[src/rtl/core/vba_pkg.sv]
// ----------------------------------------------------------------------------
// vba_pkg
// Shared types and constants of the voxel bin accumulator.
// ----------------------------------------------------------------------------
package vba_pkg;

  localparam int unsigned MaxDimDefault   = 16;
  localparam int unsigned AccWidthDefault = 48;
  localparam int unsigned CfgIdxW         = 3;

  typedef enum logic [1:0] {
    OP_ACCUM    = 2'd0,
    OP_START    = 2'd1,
    OP_FINALIZE = 2'd2,
    OP_READ     = 2'd3
  } op_e;

  localparam logic [CfgIdxW-1:0] REG_ORIGIN_X = 3'd0;
  localparam logic [CfgIdxW-1:0] REG_ORIGIN_Y = 3'd1;
  localparam logic [CfgIdxW-1:0] REG_ORIGIN_Z = 3'd2;
  localparam logic [CfgIdxW-1:0] REG_INV_PTCH = 3'd3;
  localparam logic [CfgIdxW-1:0] REG_SIZE_X   = 3'd4;
  localparam logic [CfgIdxW-1:0] REG_SIZE_Y   = 3'd5;
  localparam logic [CfgIdxW-1:0] REG_SIZE_Z   = 3'd6;

  // Commands from the controller to the datapath.
  typedef struct packed {
    logic capture;   // latch the input beat and start the index math
    logic mul;       // latch the products
    logic idx;       // latch the linear bin and range check
    logic rd;        // issue a memory read at the working address
    logic wr_acc;    // write the updated current bin
    logic sweep;     // one step of the commit / clear walk
    logic sweep_cm;  // the walk also adds into the cumulative store
    logic fin_sw;    // close a walk: counters and batch state
    logic set_act;   // after the walk: batch becomes active
    logic clr_act;   // after the walk: batch becomes inactive
    logic load_out;  // present the result beat
  } vba_cmd_t;

  // Status from the datapath to the controller.
  typedef struct packed {
    logic [1:0] op;
    logic       in_range;
    logic       active;
    logic       sum_pos;
    logic       sweep_last;
  } vba_sts_t;

endpackage

[src/rtl/core/vba_ctrl.sv]
// ----------------------------------------------------------------------------
// vba_ctrl
// Sequencer of the voxel bin accumulator.
// ----------------------------------------------------------------------------
module vba_ctrl
  import vba_pkg::*;
(
  input  logic     clk_i,
  input  logic     rst_ni,
  input  logic     in_valid_i,
  output logic     in_ready_o,
  input  logic     out_busy_i,
  input  vba_sts_t sts_i,
  output vba_cmd_t cmd_o
);

  typedef enum logic [2:0] {
    S_IDLE, S_MUL, S_IDX, S_RD, S_WAIT, S_UPD, S_SWEEP, S_DONE
  } state_e;

  state_e state_q, state_d;
  logic   commit_q, commit_d;

  assign in_ready_o = (state_q == S_IDLE);

  // Next state and commands.
  always_comb begin
    state_d  = state_q;
    commit_d = commit_q;
    cmd_o    = '0;
    cmd_o.sweep_cm = commit_q;
    case (state_q)
      S_IDLE: begin
        if (in_valid_i) begin
          cmd_o.capture = 1'b1;
          state_d = S_MUL;
        end
      end
      S_MUL: begin
        cmd_o.mul = 1'b1;
        state_d = S_IDX;
      end
      S_IDX: begin
        cmd_o.idx = 1'b1;
        if (sts_i.op == OP_START || sts_i.op == OP_FINALIZE) begin
          commit_d = sts_i.sum_pos &&
                     (sts_i.op == OP_FINALIZE || sts_i.active);
          state_d = S_SWEEP;
        end else begin
          state_d = S_RD;
        end
      end
      S_RD: begin
        cmd_o.rd = 1'b1;
        state_d = S_WAIT;
      end
      S_WAIT: begin
        state_d = S_UPD;
      end
      S_UPD: begin
        if (!out_busy_i) begin
          cmd_o.wr_acc   = (sts_i.op == OP_ACCUM) && sts_i.in_range;
          cmd_o.load_out = 1'b1;
          state_d = S_IDLE;
        end
      end
      S_SWEEP: begin
        cmd_o.sweep = 1'b1;
        if (sts_i.sweep_last) begin
          state_d = S_DONE;
        end
      end
      S_DONE: begin
        if (!out_busy_i) begin
          cmd_o.fin_sw   = 1'b1;
          cmd_o.set_act  = (sts_i.op == OP_START);
          cmd_o.clr_act  = (sts_i.op == OP_FINALIZE);
          cmd_o.load_out = 1'b1;
          state_d = S_IDLE;
        end
      end
      default: state_d = S_IDLE;
    endcase
  end

  always_ff @(posedge clk_i or negedge rst_ni) begin
    if (!rst_ni) begin
      state_q  <= S_IDLE;
      commit_q <= 1'b0;
    end else begin
      state_q  <= state_d;
      commit_q <= commit_d;
    end
  end

endmodule

[config.mk]
export PLATFORM = sky130hd
export DESIGN_NAME = vba_ctrl
export DESIGN_NICKNAME = d
export VERILOG_FILES = /design/src/rtl/core/vba_pkg.sv /design/src/rtl/core/vba_ctrl.sv
export SDC_FILE = /design/constraint.sdc
export NUM_CORES = 1
export LEC_CHECK = 0
export BUFFER_PORTS_ARGS = -buffer_cell sky130_fd_sc_hd__buf_2
export CORE_AREA = 2 2 39 41
export CTS_BUF_LIST = sky130_fd_sc_hd__clkbuf_8 sky130_fd_sc_hd__clkbuf_16
export DETAILED_ROUTE_END_ITERATION = 8
export DIE_AREA = 0 0 41 43
export GPL_TIMING_DRIVEN = 0
export HOLD_SLACK_MARGIN = 0.02
export MAX_ROUTING_LAYER = met4
export SLEW_MARGIN = 20
export SYNTH_ARGS = -nofsm -noshare
export SYNTH_HDL_FRONTEND = slang
export SYNTH_SLANG_ARGS = --single-unit
[constraint.sdc]
create_clock -name clk_i -period 1 [get_ports clk_i]
set_input_delay 0 -clock clk_i [delete_from_list [all_inputs] [get_ports clk_i]]
set_output_delay 0 -clock clk_i [all_outputs]
set_load 0.01 [all_outputs]
==> summary.json <==
{
  "run_status": {
    "outcome": "finished, violations left",
    "failed_checks": "negative setup slack"
  },
  "layout": {
    "final.fill_count": 145,
    "flow.area_growth_from_synthesis_pct": 89.9,
    "multiInputGateArea_um2": 274,
    "n_antenna_cell": 0,
    "layoutNonFillerInstCount": 91,
    "layout-drive-gt1-share_pct": 69.3,
    "layout.nets": 90,
    "area_taken_by_flip_flops_and_latches_um2": 101
  },
  "setup_path": {
    "critical_path_most_common_cell": "buf_6",
    "critPathKind": "flip-flop to output port",
    "path_cells": "buf_6 > buf_6 > nor3b_4 > buf_2",
    "worstReg2RegEnd": "commit_q$_DFFE_PN0P_",
    "critical_path_arrival_ns": 1.16,
    "rr_worst_depth": 5,
    "crit_path_max_fanout": 7,
    "worst_r2r_startpoint": "state_q[2]$_DFFE_PN0P_",
    "critPathSlowestCell": "dfrtp_1",
    "max_stage_delay_ns": 0.36,
    "cp.required_ns": 1.00,
    "r2r_setup_slack_ns": -0.12,
    "start_kind": "flip-flop",
    "worst_setup_path_end_kind": "output port"
  },
  "clock_tree": {
    "clock_latency_ns": 0.22,
    "cts.htree.levels": 1,
    "cts_tree": "built",
    "cts_root_buf": "clkbuf_8",
    "maximum_number_of_buffers_from_clock_root_to_sink": 2,
    "clkTransAtPathRegs_ns": 0.03,
    "clock_sinks": 4,
    "numCtsBuffers": 3
  },
  "drt": {
    "route.antenna.remaining_nets": 0,
    "wl_um": 1030,
    "via_per_inst": 4.48,
    "total_iterations_of_the_first_detailed_routing_run": 2,
    "dr.first_iter.drc_count": 2,
    "avgRoutedWirePerCell_um": 11.3,
    "route.vias.total": 408,
    "drc": 0
  },
  "logic_synthesis": {
    "post_synth_instance_area_um2": 358,
    "synth_cell_types": 24,
    "synth.area.top_cells": "dfrtp_1 28%, ha_1 10%, nand2b_4 7.7%",
    "postSynthRegisterBits": 4,
    "syn_avg_cell_area_um2": 8.95,
    "yosys.area.top_type_share_pct": 28.0,
    "yosys_warnings": 0,
    "post-synth-top-area-cell": "dfrtp_1",
    "synth_sequential_area_ratio_pct": 28.0,
    "postSynthCellCount": 40,
    "synth_fp_nets": 53
  },
  "power": {
    "cellLeakagePower_nw": 0.371,
    "power.net_switching_uw": 733,
    "seq_power_share_pct": 17.6,
    "power-per-cell-area_mw_per_mm2": 2780,
    "clockPowerShare_pct": 18.2,
    "cellInternalPower_mw": 1.15,
    "p_comb_share_pct": 64.2,
    "vdd.ir_drop.worst_mv": 0.802,
    "power_switching_share_pct": 38.9
  },
  "floorplan": {
    "die_height_um": 43,
    "floorplan.die.width_um": 41,
    "floorplan.die_area_mm2": 0.00176,
    "core_area_mm2": 0.00138,
    "rows": 14,
    "start_util_pct": 25.9,
    "design.portCount": 22
  },
  "flow_run": {
    "drv_cap": 0
  },
  "placed_design": {
    "place.detailed.hpwl_um": 628,
    "placed_cells": 77,
    "portBuffers": 21,
    "place_congestion": 0.619
  },
  "sta": {
    "ratio_of_final_minimum_period_to_clock_period_pct": 116,
    "finalSetupTns_ns": -1.37,
    "maxSlewViolCount": 0,
    "timing.max_slew.rel_slack_pct": 85.3,
    "worst_slew_pin_slew_ns": 0.219,
    "final_setup_violation_count": 15,
    "finalCriticalPeriod_ns": 1.16,
    "grt_setup_unrepaired": "true",
    "skew_ns": 0.000675,
    "timing.final.hold_violations": 0,
    "worst_hold_slack_ns": 0.0763,
    "fmax_mhz": 860,
    "post-route-worst-setup-slack_ns": -0.163
  },
  "global_routing": {
    "grt_start_max_net_pins": 8,
    "antenna_found_initial": 0,
    "groute.usage.overall_pct": 14.0,
    "global_route.overflow_total": 0,
    "first_global_vias": 385,
    "global_route_wire_length_before_repair_um": 1550
  },
  "min_path": {
    "worst_hold_path_type": "input port to flip-flop",
    "hold-path-endpoint": "commit_q$_DFFE_PN0P_",
    "hold_path_startpoint": "sts_i[1]",
    "min_delay_path_depth": 3
  }
}
[metal layers]
layer	global-route usage [%]	wire length, um	vias up
met1	15.1	450	189
met5	-	0	-
met2	20.3	514	14
met3	4.71	63	0
met4	10.0	0	0
li1	-	-	205
[kinds of logic (layout without fill, tap and decap cells)]
group	after synthesis	count (layout)	share of synthesized area, %
DFF	4	4	28.0
and+or+nand+nor	19	19	37.8
AOI/OAI and AO/OA	8	8	15.7
adders and majority gates	3	3	10.5
buffers and inverters	6	41	8.04
[worst max path at each step]
stage,from,end,slack (ns),depth (start not counted)
floorplan,state_q[1]$_DFFE_PN0P_,cmd_o[10],-0.01,3
global placement,state_q[2]$_DFFE_PN0P_,cmd_o[1],-0.04,5
detailed placement,state_q[1]$_DFFE_PN0P_,cmd_o[6],-0.04,3
CTS,state_q[2]$_DFFE_PN0P_,cmd_o[9],-0.17,4
global route,state_q[2]$_DFFE_PN0P_,cmd_o[1],-0.22,5
finish,state_q[2]$_DFFE_PN0P_,cmd_o[9],-0.16,4
[worst max-delay path, delay by kind of cell, from the launching register on]
kind          cells  cell delay [ns]
simple gates      1             0.17
buf+inv           3             0.42
flops             1             0.36
[cells in the mapped netlist]
cell type,n
nor3b_2,1
nor2_4,1
a211oi_2,1
nor4_1,1
nor3_2,1
nand2_1,3
and2_1,2
a21o_1,1
and3_1,3
o21ai_1,2
a21oi_1,1
ha_1,3
inv_1,3
nand2b_4,2
buf_2,2
a21oi_2,1
dfrtp_1,4
nand2b_1,1
o21ai_0,1
buf_4,1
nor2_1,2
nand2_2,1
nor3_1,1
o31ai_1,1
[registers in the layout, summed over array words and instances (netlist names)]
signal,cells
state_q,3
commit_q,1
[cell type report]
class / instances / share of cell area [%]
clock buffers: 3 / 6.08
repair buffers: 32 / 29.7
inverters: 3 / 1.66
plain buffers: 3 / 4.42
flip-flops and latches: 4 / 14.9
multi-input cells: 30 / 40.3
well taps: 16 / 2.95
[power groups by stage]
stage / Sequential (mW) / Combinational [mW] / Clock [mW]
CTS: 0.332 / 1.09 / 0.356
global route: 0.342 / 1.33 / 0.371
detailed placement: 0.324 / 0.737 / 0
finish: 0.332 / 1.21 / 0.343
global placement: 0.320 / 0.728 / 0
floorplan: 0.303 / 0.544 / 0
[cell usage in the layout (no fill, tap or decap)]
master         count
nor3_1             1
a21o_1             1
nand2_4            1
nor2_4             1
a21oi_4            1
clkbuf_8           3
dfrtp_2            1
o21ai_0            1
nor3_2             1
dfrtp_1            3
a211oi_2           1
nor4_2             1
nand2_1            3
ha_1               3
buf_4              8
and2_1             2
nor2_2             1
o31ai_2            1
and3_1             2
and3_4             1
nor2_1             1
o21ai_2            1
buf_2             21
nand2b_1           1
nand2b_4           2
o21ai_1            1
buf_6              5
inv_1              3
a21oi_2            1
nor3b_4            1
dlygate4sd3_1      1
[through the flow]
step	utilization (%)	instance area, um^2	setup WS, ns	total power, mW
after detailed placement	35.4	489	-0.0395	1.06
after CTS	46.8	648	-0.175	1.78
after global routing	49.1	679	-0.220	2.04
after floorplan	-	364	-0.0109	0.848
final	49.1	679	-0.163	1.89
after global placement	35.4	489	-0.0359	1.05
[timing repair]
item,4_1_cts,5_1_grt
pin swaps,9,4
setup endpoints to repair,13,15
cloned,1,0
endpoints found under the hold margin,4,0
hold buffers,1,0
gates resized for setup,13,3
setup buffers,7,2
Power figures use the tool's default switching activity.
